$ cat src/design/wrs_pkg.sv
package wrs_pkg;

  // fixed point and counter sizing
  localparam int FRAC_BITS  = 16;
  localparam int COUNT_BITS = 16;

  // field widths
  localparam int ACT_W  = 2;
  localparam int TAG_W  = 32;
  localparam int DATA_W = 32;
  localparam int WS_W   = 48;
  localparam int CNT_W  = 16;
  localparam int RND_W  = 16;

  // stream payload widths
  localparam int IN_TDATA_W  = TAG_W + 3 * DATA_W + CNT_W + RND_W;
  localparam int OUT_TDATA_W = TAG_W + 2 * DATA_W + CNT_W + WS_W;

  // serial multiplier and divider sizing
  localparam int MUL_A_W = WS_W;
  localparam int MUL_B_W = (COUNT_BITS > DATA_W) ? COUNT_BITS : DATA_W;
  localparam int MUL_P_W = MUL_A_W + MUL_B_W;
  localparam int DEN_W   = DATA_W + COUNT_BITS;
  localparam int NUM_W   = WS_W + FRAC_BITS;
  localparam int SUMC_W  = ((COUNT_BITS > CNT_W) ? COUNT_BITS : CNT_W) + 1;

  localparam logic [WS_W-1:0]       WS_MAX    = '1;
  localparam logic [DATA_W-1:0]     DATA_MAX  = '1;
  localparam logic [COUNT_BITS-1:0] COUNT_MAX = '1;

  typedef enum logic [ACT_W-1:0] {
    ACT_RESET   = 2'd0,
    ACT_ADD     = 2'd1,
    ACT_MERGE   = 2'd2,
    ACT_REPLACE = 2'd3
  } action_e;

  typedef struct packed {
    logic               start;
    logic [MUL_A_W-1:0] a;
    logic [MUL_B_W-1:0] b;
  } mul_req_t;

  typedef struct packed {
    logic             start;
    logic [NUM_W-1:0] num;
    logic [DEN_W-1:0] den;
  } div_req_t;

  function automatic logic [WS_W-1:0] sat_ws_add(logic [WS_W-1:0] a, logic [WS_W-1:0] b);
    logic [WS_W:0] s;
    s = {1'b0, a} + {1'b0, b};
    return s[WS_W] ? WS_MAX : s[WS_W-1:0];
  endfunction

  function automatic logic [COUNT_BITS-1:0] sat_cnt_add(logic [COUNT_BITS-1:0] a,
                                                        logic [CNT_W-1:0] b);
    logic [SUMC_W-1:0] s;
    s = SUMC_W'(a) + SUMC_W'(b);
    return (s > SUMC_W'(COUNT_MAX)) ? COUNT_MAX : s[COUNT_BITS-1:0];
  endfunction

endpackage

$ cat src/design/weighted_reservoir_sampler_unit.sv
// Weighted reservoir sampler: holds one reservoir (sample tag, its target pdf, contribution
// weight W, candidate count M and a saturating Q32.16 weight sum) and applies one action per
// input item (reset, add candidate, merge an incoming reservoir, replace with it), answering
// each item with one result item that shows the reservoir after the action plus a taken flag.
// Items are processed one at a time; the result sits in an output register, so the next
// item is accepted while the previous result still waits. Reset and replace go straight
// from S_IDLE to S_FIN, which loads the output register once it is free. A multiply runs
// longer the greater the bit length b of its multiplier operand, and the divide is skipped
// when the divisor is zero. Add runs the take multiply (b is the random fraction) and the
// divisor multiply (b is the count); merge adds two pdf * W multiplies (b up to 32 bits)
// and two count multiplies (b up to 16 bits). Multiplies go through the shared shift-add
// multiplier (one multiplier bit per cycle, stopping early once the remaining bits are
// zero), and W comes from the restoring divider, which forms it one quotient bit per
// cycle over 64 steps.
module weighted_reservoir_sampler_unit (
  input  logic                            clk_i,
  input  logic                            rst_ni,
  // input items
  input  logic                            s_axis_tvalid,
  output logic                            s_axis_tready,
  // sample_tag, weight, target_pdf, incoming_contribution, incoming_count, random_fraction
  input  logic [wrs_pkg::IN_TDATA_W-1:0]  s_axis_tdata,
  // action
  input  logic [wrs_pkg::ACT_W-1:0]       s_axis_tuser,
  // result items
  output logic                            m_axis_tvalid,
  input  logic                            m_axis_tready,
  // chosen_tag, chosen_pdf, contribution, candidate_count, weight_total
  output logic [wrs_pkg::OUT_TDATA_W-1:0] m_axis_tdata,
  // taken
  output logic                            m_axis_tuser
);
  import wrs_pkg::*;

  // sequencer: each multiply state issues once, then waits for the multiplier
  typedef enum logic [8:0] {
    S_IDLE = 9'b000000001,
    S_TAKE = 9'b000000010,  // rand * weight_sum against weight << 16
    S_PW1  = 9'b000000100,  // held pdf * held W
    S_W1   = 9'b000001000,  // times held count
    S_PW2  = 9'b000010000,  // incoming pdf * incoming W
    S_W2   = 9'b000100000,  // times incoming count
    S_DEN  = 9'b001000000,  // pdf * count divisor
    S_DIV  = 9'b010000000,  // W = weight_sum / divisor
    S_FIN  = 9'b100000000   // hand result to output register
  } state_e;

  // input field offsets inside tdata
  localparam int O_TAG = 0;
  localparam int O_WGT = O_TAG + TAG_W;
  localparam int O_PDF = O_WGT + DATA_W;
  localparam int O_INW = O_PDF + DATA_W;
  localparam int O_INM = O_INW + DATA_W;
  localparam int O_RND = O_INM + CNT_W;

  logic [TAG_W-1:0]  f_tag;
  logic [DATA_W-1:0] f_wgt;
  logic [DATA_W-1:0] f_pdf;
  logic [DATA_W-1:0] f_inw;
  logic [CNT_W-1:0]  f_inm;
  logic [RND_W-1:0]  f_rnd;

  assign f_tag = s_axis_tdata[O_TAG +: TAG_W];
  assign f_wgt = s_axis_tdata[O_WGT +: DATA_W];
  assign f_pdf = s_axis_tdata[O_PDF +: DATA_W];
  assign f_inw = s_axis_tdata[O_INW +: DATA_W];
  assign f_inm = s_axis_tdata[O_INM +: CNT_W];
  assign f_rnd = s_axis_tdata[O_RND +: RND_W];

  state_e state_q, state_d;
  logic   issued_q, issued_d;

  // reservoir state
  logic [TAG_W-1:0]      held_tag_q, held_tag_d;
  logic [DATA_W-1:0]     held_pdf_q, held_pdf_d;
  logic [DATA_W-1:0]     held_w_q, held_w_d;
  logic [COUNT_BITS-1:0] held_cnt_q, held_cnt_d;
  logic [WS_W-1:0]       ws_q, ws_d;

  // working registers
  logic [WS_W-1:0]   tmp_q, tmp_d;   // candidate weight, pw or incoming weight
  logic [DEN_W-1:0]  den_q, den_d;
  logic              taken_q, taken_d;

  // captured item
  logic [TAG_W-1:0]  in_tag_q;
  logic [DATA_W-1:0] in_pdf_q;
  logic [DATA_W-1:0] in_w_q;
  logic [CNT_W-1:0]  in_m_q;
  logic [RND_W-1:0]  rnd_q;

  // output register
  logic                   out_valid_q, out_valid_d;
  logic [OUT_TDATA_W-1:0] out_data_q;
  logic                   out_taken_q;
  logic                   out_load;

  // shared units
  mul_req_t           mul_req;
  logic               mul_done;
  logic [MUL_P_W-1:0] mul_prod;
  div_req_t           div_req;
  logic               div_done;
  logic [DATA_W-1:0]  div_quo;

  wrs_mul u_mul (
    .clk_i  (clk_i),
    .rst_ni (rst_ni),
    .req_i  (mul_req),
    .done_o (mul_done),
    .prod_o (mul_prod)
  );

  wrs_div u_div (
    .clk_i  (clk_i),
    .rst_ni (rst_ni),
    .req_i  (div_req),
    .done_o (div_done),
    .quo_o  (div_quo)
  );

  logic s_acc;
  logic mul_state;
  logic mul_fire;

  assign s_axis_tready = (state_q == S_IDLE);
  assign s_acc         = s_axis_tvalid && s_axis_tready;
  assign mul_state     = (state_q == S_TAKE) || (state_q == S_PW1) || (state_q == S_W1) ||
                         (state_q == S_PW2) || (state_q == S_W2) || (state_q == S_DEN);
  assign mul_fire      = mul_state && issued_q && mul_done;

  // product views: pdf*W rescaled, weight product clipped, take threshold
  logic [WS_W-1:0]    pw_sat;
  logic [WS_W-1:0]    w_sat;
  logic [MUL_P_W-1:0] take_thr;
  logic               take_hit;

  assign pw_sat   = (|mul_prod[MUL_P_W-1:FRAC_BITS+WS_W]) ? WS_MAX
                                                          : mul_prod[FRAC_BITS +: WS_W];
  assign w_sat    = (|mul_prod[MUL_P_W-1:WS_W]) ? WS_MAX : mul_prod[WS_W-1:0];
  assign take_thr = MUL_P_W'(tmp_q) << RND_W;
  assign take_hit = mul_prod < take_thr;

  // multiplier operand select
  always_comb begin
    mul_req.start = mul_state && !issued_q;
    mul_req.a     = '0;
    mul_req.b     = '0;
    unique case (state_q)
      S_TAKE: begin
        mul_req.a = ws_q;
        mul_req.b = MUL_B_W'(rnd_q);
      end
      S_PW1: begin
        mul_req.a = MUL_A_W'(held_pdf_q);
        mul_req.b = MUL_B_W'(held_w_q);
      end
      S_W1: begin
        mul_req.a = tmp_q;
        mul_req.b = MUL_B_W'(held_cnt_q);
      end
      S_PW2: begin
        mul_req.a = MUL_A_W'(in_pdf_q);
        mul_req.b = MUL_B_W'(in_w_q);
      end
      S_W2: begin
        mul_req.a = tmp_q;
        mul_req.b = MUL_B_W'(in_m_q);
      end
      S_DEN: begin
        mul_req.a = MUL_A_W'(held_pdf_q);
        mul_req.b = MUL_B_W'(held_cnt_q);
      end
      default: begin
        mul_req.a = '0;
        mul_req.b = '0;
      end
    endcase
  end

  // divider: weight_sum scaled by the fraction bits over pdf * count
  assign div_req.start = (state_q == S_DIV) && !issued_q && (den_q != '0);
  assign div_req.num   = {ws_q, {FRAC_BITS{1'b0}}};
  assign div_req.den   = den_q;

  assign out_load = (state_q == S_FIN) && (!out_valid_q || m_axis_tready);

  always_comb begin
    state_d     = state_q;
    issued_d    = issued_q;
    held_tag_d  = held_tag_q;
    held_pdf_d  = held_pdf_q;
    held_w_d    = held_w_q;
    held_cnt_d  = held_cnt_q;
    ws_d        = ws_q;
    tmp_d       = tmp_q;
    den_d       = den_q;
    taken_d     = taken_q;
    out_valid_d = out_valid_q && !m_axis_tready;

    if (mul_state && !issued_q) begin
      issued_d = 1'b1;
    end

    unique case (state_q)
      S_IDLE: begin
        if (s_acc) begin
          issued_d = 1'b0;
          taken_d  = 1'b0;
          unique case (action_e'(s_axis_tuser))
            ACT_RESET: begin
              held_tag_d = '0;
              held_pdf_d = '0;
              held_w_d   = '0;
              held_cnt_d = '0;
              ws_d       = '0;
              state_d    = S_FIN;
            end
            ACT_ADD: begin
              ws_d       = sat_ws_add(ws_q, WS_W'(f_wgt));
              held_cnt_d = sat_cnt_add(held_cnt_q, CNT_W'(1));
              tmp_d      = WS_W'(f_wgt);
              state_d    = S_TAKE;
            end
            ACT_MERGE: begin
              state_d = S_PW1;
            end
            ACT_REPLACE: begin
              held_tag_d = f_tag;
              held_pdf_d = f_pdf;
              held_w_d   = f_inw;
              held_cnt_d = sat_cnt_add('0, f_inm);
              taken_d    = 1'b1;
              state_d    = S_FIN;
            end
            default: begin
              state_d = S_FIN;
            end
          endcase
        end
      end
      S_TAKE: begin
        if (mul_fire) begin
          issued_d = 1'b0;
          if (take_hit) begin
            held_tag_d = in_tag_q;
            held_pdf_d = in_pdf_q;
            taken_d    = 1'b1;
          end
          state_d = S_DEN;
        end
      end
      S_PW1: begin
        if (mul_fire) begin
          issued_d = 1'b0;
          tmp_d    = pw_sat;
          state_d  = S_W1;
        end
      end
      S_W1: begin
        if (mul_fire) begin
          issued_d = 1'b0;
          ws_d     = w_sat;
          // an empty held reservoir does not keep its sample
          if (w_sat == '0) begin
            held_tag_d = '0;
            held_pdf_d = '0;
          end
          state_d = S_PW2;
        end
      end
      S_PW2: begin
        if (mul_fire) begin
          issued_d = 1'b0;
          tmp_d    = pw_sat;
          state_d  = S_W2;
        end
      end
      S_W2: begin
        if (mul_fire) begin
          issued_d   = 1'b0;
          tmp_d      = w_sat;
          ws_d       = sat_ws_add(ws_q, w_sat);
          held_cnt_d = sat_cnt_add(held_cnt_q, in_m_q);
          state_d    = S_TAKE;
        end
      end
      S_DEN: begin
        if (mul_fire) begin
          issued_d = 1'b0;
          den_d    = mul_prod[DEN_W-1:0];
          state_d  = S_DIV;
        end
      end
      S_DIV: begin
        if (!issued_q) begin
          if (den_q == '0) begin
            // zero divisor gives zero contribution weight
            held_w_d = '0;
            state_d  = S_FIN;
          end else begin
            issued_d = 1'b1;
          end
        end else if (div_done) begin
          issued_d = 1'b0;
          held_w_d = div_quo;
          state_d  = S_FIN;
        end
      end
      S_FIN: begin
        if (out_load) begin
          out_valid_d = 1'b1;
          state_d     = S_IDLE;
        end
      end
      default: begin
        state_d = S_IDLE;
      end
    endcase
  end

  always_ff @(posedge clk_i or negedge rst_ni) begin
    if (!rst_ni) begin
      state_q     <= S_IDLE;
      issued_q    <= 1'b0;
      held_tag_q  <= '0;
      held_pdf_q  <= '0;
      held_w_q    <= '0;
      held_cnt_q  <= '0;
      ws_q        <= '0;
      out_valid_q <= 1'b0;
    end else begin
      state_q     <= state_d;
      issued_q    <= issued_d;
      held_tag_q  <= held_tag_d;
      held_pdf_q  <= held_pdf_d;
      held_w_q    <= held_w_d;
      held_cnt_q  <= held_cnt_d;
      ws_q        <= ws_d;
      out_valid_q <= out_valid_d;
    end
  end

  // payload registers
  always_ff @(posedge clk_i) begin
    tmp_q   <= tmp_d;
    den_q   <= den_d;
    taken_q <= taken_d;
    if (s_acc) begin
      in_tag_q <= f_tag;
      in_pdf_q <= f_pdf;
      in_w_q   <= f_inw;
      in_m_q   <= f_inm;
      rnd_q    <= f_rnd;
    end
    if (out_load) begin
      out_data_q  <= {ws_q, CNT_W'(held_cnt_q), held_w_q, held_pdf_q, held_tag_q};
      out_taken_q <= taken_q;
    end
  end

  assign m_axis_tvalid = out_valid_q;
  assign m_axis_tdata  = out_data_q;
  assign m_axis_tuser  = out_taken_q;

endmodule

$ cat src/design/wrs_mul.sv
module wrs_mul (
  input  logic                         clk_i,
  input  logic                         rst_ni,
  input  wrs_pkg::mul_req_t            req_i,
  output logic                         done_o,
  output logic [wrs_pkg::MUL_P_W-1:0]  prod_o
);
  import wrs_pkg::*;

  // shift-add, one multiplier bit per cycle, stops once no bits remain
  logic               busy_q, busy_d;
  logic [MUL_P_W-1:0] a_q, a_d;
  logic [MUL_P_W-1:0] acc_q, acc_d;
  logic [MUL_B_W-1:0] b_q, b_d;

  assign done_o = busy_q && (b_q == '0);
  assign prod_o = acc_q;

  always_comb begin
    busy_d = busy_q;
    a_d    = a_q;
    acc_d  = acc_q;
    b_d    = b_q;
    priority if (req_i.start && !busy_q) begin
      a_d    = MUL_P_W'(req_i.a);
      b_d    = req_i.b;
      acc_d  = '0;
      busy_d = 1'b1;
    end else if (busy_q) begin
      if (b_q == '0) begin
        busy_d = 1'b0;
      end else begin
        if (b_q[0]) begin
          acc_d = acc_q + a_q;
        end
        a_d = a_q << 1;
        b_d = b_q >> 1;
      end
    end
  end

  always_ff @(posedge clk_i or negedge rst_ni) begin
    if (!rst_ni) begin
      busy_q <= 1'b0;
    end else begin
      busy_q <= busy_d;
    end
  end

  always_ff @(posedge clk_i) begin
    a_q   <= a_d;
    acc_q <= acc_d;
    b_q   <= b_d;
  end

endmodule

$ cat src/design/wrs_div.sv
module wrs_div (
  input  logic                         clk_i,
  input  logic                         rst_ni,
  input  wrs_pkg::div_req_t            req_i,
  output logic                         done_o,
  output logic [wrs_pkg::DATA_W-1:0]   quo_o
);
  import wrs_pkg::*;

  localparam int STEP_W = $clog2(NUM_W + 1);

  // restoring division, one quotient bit per cycle, sticky overflow above DATA_W
  logic              busy_q, busy_d;
  logic [STEP_W-1:0] cnt_q, cnt_d;
  logic [NUM_W-1:0]  num_q, num_d;
  logic [DEN_W-1:0]  den_q, den_d;
  logic [DEN_W-1:0]  rem_q, rem_d;
  logic [DATA_W-1:0] quo_q, quo_d;
  logic              ovf_q, ovf_d;

  logic [DEN_W:0] rem_sh;
  logic [DEN_W:0] sub;
  logic           ge;

  assign rem_sh = {rem_q, num_q[NUM_W-1]};
  assign sub    = rem_sh - {1'b0, den_q};
  assign ge     = rem_sh >= {1'b0, den_q};

  assign done_o = busy_q && (cnt_q == '0);
  assign quo_o  = ovf_q ? DATA_MAX : quo_q;

  always_comb begin
    busy_d = busy_q;
    cnt_d  = cnt_q;
    num_d  = num_q;
    den_d  = den_q;
    rem_d  = rem_q;
    quo_d  = quo_q;
    ovf_d  = ovf_q;
    priority if (req_i.start && !busy_q) begin
      busy_d = 1'b1;
      cnt_d  = STEP_W'(NUM_W);
      num_d  = req_i.num;
      den_d  = req_i.den;
      rem_d  = '0;
      quo_d  = '0;
      ovf_d  = 1'b0;
    end else if (busy_q) begin
      if (cnt_q == '0) begin
        busy_d = 1'b0;
      end else begin
        cnt_d = cnt_q - 1'b1;
        num_d = num_q << 1;
        rem_d = ge ? sub[DEN_W-1:0] : rem_sh[DEN_W-1:0];
        ovf_d = ovf_q | quo_q[DATA_W-1];
        quo_d = {quo_q[DATA_W-2:0], ge};
      end
    end
  end

  always_ff @(posedge clk_i or negedge rst_ni) begin
    if (!rst_ni) begin
      busy_q <= 1'b0;
      cnt_q  <= '0;
    end else begin
      busy_q <= busy_d;
      cnt_q  <= cnt_d;
    end
  end

  always_ff @(posedge clk_i) begin
    num_q <= num_d;
    den_q <= den_d;
    rem_q <= rem_d;
    quo_q <= quo_d;
    ovf_q <= ovf_d;
  end

endmodule

$ cat config.mk
export PLATFORM = sky130hd
export DESIGN_NAME = weighted_reservoir_sampler_unit
export DESIGN_NICKNAME = d
export VERILOG_FILES = /design/src/design/wrs_pkg.sv /design/src/design/weighted_reservoir_sampler_unit.sv /design/src/design/wrs_mul.sv /design/src/design/wrs_div.sv
export SDC_FILE = /design/constraint.sdc
export NUM_CORES = 2
export LEC_CHECK = 0
export BUFFER_PORTS_ARGS = -buffer_cell sky130_fd_sc_hd__buf_2
export CAP_MARGIN = 25
export CELL_PAD_IN_SITES_DETAIL_PLACEMENT = 1
export CELL_PAD_IN_SITES_GLOBAL_PLACEMENT = 1
export CORE_MARGIN = 2
export CORE_UTILIZATION = 44
export CTS_CLUSTER_DIAMETER = 80
export DETAILED_ROUTE_END_ITERATION = 6
export PLACE_DENSITY_LB_ADDON = 0.1
export SYNTH_ARGS = -nofsm -noshare
export SYNTH_HDL_FRONTEND = slang
export SYNTH_SLANG_ARGS = --single-unit
$ cat constraint.sdc
create_clock -name clk_i -period 9.4 [get_ports clk_i]
set_clock_uncertainty 0.05 [all_clocks]
set_input_delay 0 -clock clk_i [delete_from_list [all_inputs] [get_ports clk_i]]
set_output_delay 0 -clock clk_i [all_outputs]
set_load 0.1 [all_outputs]
==> out/results.ini <==
[critical_path]
path_buf_inv = 4
path_cells = nor4_1 -> nand4_1 -> buf_4 -> or3_1 -> buf_4 -> or2_2 -> ha_1 -> inv_1 -> fa_1 -> nor2b_1 -> o31a_1 -> o311ai_1 -> nand3_1 -> a21oi_1 -> o31ai_2 -> o21a_1 -> buf_4 -> or4_1 -> nor2_1 -> a2111oi_0 -> o32a_1
worstSetupEndpointType = register
crit_slowest_cell = a21oi_1
crit_path_frequent_cell = buf_4
setup.worst_path.class = register to register
cp_max_fo = 48
start_kind = register
reg2reg_slack_ns = 3.52
cp.arrival_ns = 6.41
crit_required_ns = 9.94
slowest_delay_ns = 0.52
cpLargestDelayFamily = simple AND/OR/NAND/NOR gates

[timing]
min_period_ns = 5.88
hold_slack_ns = 0.0237
finalSetupTns_ns = 0
max_freq_mhz = 170
setup_viol = 0
max-slew-margin-rel_pct = 11.1
final-hold-violation-count = 0
worst_pin_slew_ns = 1.33
rsz0062_at_grt = no
maxSlewViolCount = 0
fin_ws_ns = 3.52
finalCritPeriodShare_pct = 62.5

[power]
powerDensity_nw_per_um2 = 359
p_total_uw = 22100
leakagePower_uw = 0.0249
ir_drop_uv = 176

[route]
routed_wl_mm = 194
first_pass_iters = 7
num_vias = 44300
vias_per_cell = 6.03
drc = 32
avgRoutedWirePerCell_um = 26.4
ant_nets = 0
drt_iter0_drc = 3330

[yosys]
synth_most_common_cell = nand2_1
synth_cells = 5232
synth.avg_cell_area_um2 = 9.95
ys.flop_type = edfxtp_1
post-synth-top-area-cell = edfxtp_1
synth-seq-cells = 935
synth_area_um2 = 52100
synth_edf_count = 562
synth_top_area_share_pct = 32.4
synth_area_leaders = edfxtp_1, dfrtp_1, dfxtp_1
synth_nets = 5684
synth_top_cells_by_count = nand2_1, edfxtp_1, nor2_1, a21oi_1, o21ai_0
ys_warn_count = 0
synth_async_sr_flop_share_pct = 19.3
synth_cell_type_count = 110
ys_seq_area_share_pct = 48.5

[clock_tree]
clkTransAtPathRegs_ns = 0.06
clock_path_buffers = 3
cts_buffers = 106
cts_post_setup_buffers_inserted = 0
clk_latency_ns = 0.72
clock-root-buffer = clkbuf_16
htreeDepth = 3
cts_tree = done
cts_resized = 0
cts_hold_buf = 274
numClockSinks = 935

[floorplan]
die-area_um2 = 121000
ios = 329
core-area_um2 = 118000
core.rowCount = 126
die-width_um = 348
start_util_pct = 44.2
die_h_um = 348

[global_routing]
grt_overflow = 0
grt_pass1_vias = 45400
track_usage_pct = 31.4
grt_start_max_net_pins = 175
antenna_found_initial = 11
grt_pass1_wl_mm = 291

[place]
place_worst_setup_slack_ns = 3.67
gp_congestion = 0.919
io_buffers = 328
dp_hpwl_mm = 135
dpl.cell_count = 6861

[run_status]
status = finished with violations
failed_checks = design-rule violations

[finish]
final_nets = 6160
drive_gt1_share_pct = 14.3
area.growth.synth_to_final_pct = 18.3
fin_cells = 7343

[min_path]
hp-class = input pin to register

[flow_run]
maxCapViolCount = 0

[worst register-to-register path, stage by stage (launching register included)]
cell,delay [ns]
dfxtp_1,0.33
nor4_1,0.48
nand4_1,0.16
buf_4,0.21
or3_1,0.40
buf_4,0.31
or2_2,0.39
ha_1,0.22
inv_1,0.08
fa_1,0.20
nor2b_1,0.07
o31a_1,0.30
o311ai_1,0.29
nand3_1,0.20
a21oi_1,0.52
o31ai_2,0.22
o21a_1,0.21
buf_4,0.24
or4_1,0.44
nor2_1,0.09
a2111oi_0,0.07
o32a_1,0.30
[final cells by class]
cell class | instances | area (um2)
multi-input cells | 3821 | 25000
well taps | 1536 | 1920
inverters | 176 | 666
clock inverters | 70 | 976
fillers | 13000 | 56200
flip-flops and latches | 935 | 25200
clock buffers | 132 | 2850
diodes | 5 | 12.5
repair buffers | 668 | 4960
[layer usage]
metal | vias to the layer above | track usage, % | share of wire [%]
met1 | 22200 | 39.0 | 41
li1 | 20300 | - | -
met4 | 10 | 13.3 | 4.3
met5 | - | 0 | 0.033
met2 | 1358 | 54.4 | 49
met3 | 359 | 4.68 | 5.4
[stage by stage]
stage / utilization, % / instance area, um2
floorplan: - / 52100
global placement: 46.7 / 55000
detailed placement: 46.7 / 55000
CTS: 52.3 / 61600
global route: 52.3 / 61600
finish: 52.3 / 61600
[placed cells by master, fill, tap and decap left out, types with 141 or more instances in the layout]
cell	netlist	routed
inv_1	174	172
o21ai_0	369	369
a21oi_1	407	406
edfxtp_1	562	562
dfxtp_1	193	193
nor2_1	434	431
dfrtp_1	179	179
a21o_1	141	141
ha_1	281	281
dlygate4sd3_1	0	273
buf_2	66	327
nand2_1	669	667
[cells by family (layout without fill, tap and decap cells)]
| logic type | after synthesis | in the layout | synth area share [%] |
|---|---|---|---|
| buf+inv | 476 | 1046 | 3.82 |
| flops | 935 | 935 | 48.5 |
| xor+xnor | 206 | 206 | 3.47 |
| other cells | 0 | 5 | 0 |
| simple gates | 1636 | 1636 | 14.2 |
| fa+ha+maj | 286 | 286 | 6.94 |
| mux | 122 | 122 | 3.05 |
| compound gates | 1571 | 1571 | 20.1 |
[final timing paths]
check                                               from                          to  cells past startpoint
min reg2reg                        taken_q$_SDFFCE_PN1P_      m_axis_tuser$_DFFE_PP_                      0
min in group asynchronous                         rst_ni   held_cnt_q[9]$_DFFE_PN0P_                      4
min                                     s_axis_tdata[96]         in_w_q[0]$_DFFE_PP_                      2
max reg2reg                u_mul.prod_o[74]$_SDFFE_PP0P_        ws_q[45]$_DFFE_PN0P_                     21
max                        u_mul.prod_o[74]$_SDFFE_PP0P_        ws_q[45]$_DFFE_PN0P_                     21
max in group asynchronous                         rst_ni  u_div.cnt_q[2]$_DFFE_PN0P_                      5
[registers in the layout (all words and copies together), names as in the netlist, 32 cells and up]
name,flops
den_q,48
in_tag_q,32
u_div.quo_q,32
ws_q,48
m_axis_tdata,160
u_div.rem_q,48
tmp_q,48
in_pdf_q,32
held_pdf_q,32
u_mul.a_q,80
u_div.den_q,48
u_mul.prod_o,80
u_div.num_q,48
in_w_q,32
u_mul.b_q,32
held_w_q,32
held_tag_q,32
[power by group]
group	leakage [uW]	switching [uW]	internal (uW)
clock	0.00185	1880	2700
combinational	0.0139	6590	3510
sequential	0.00920	1540	5900
Power figures use the tool's default switching activity.
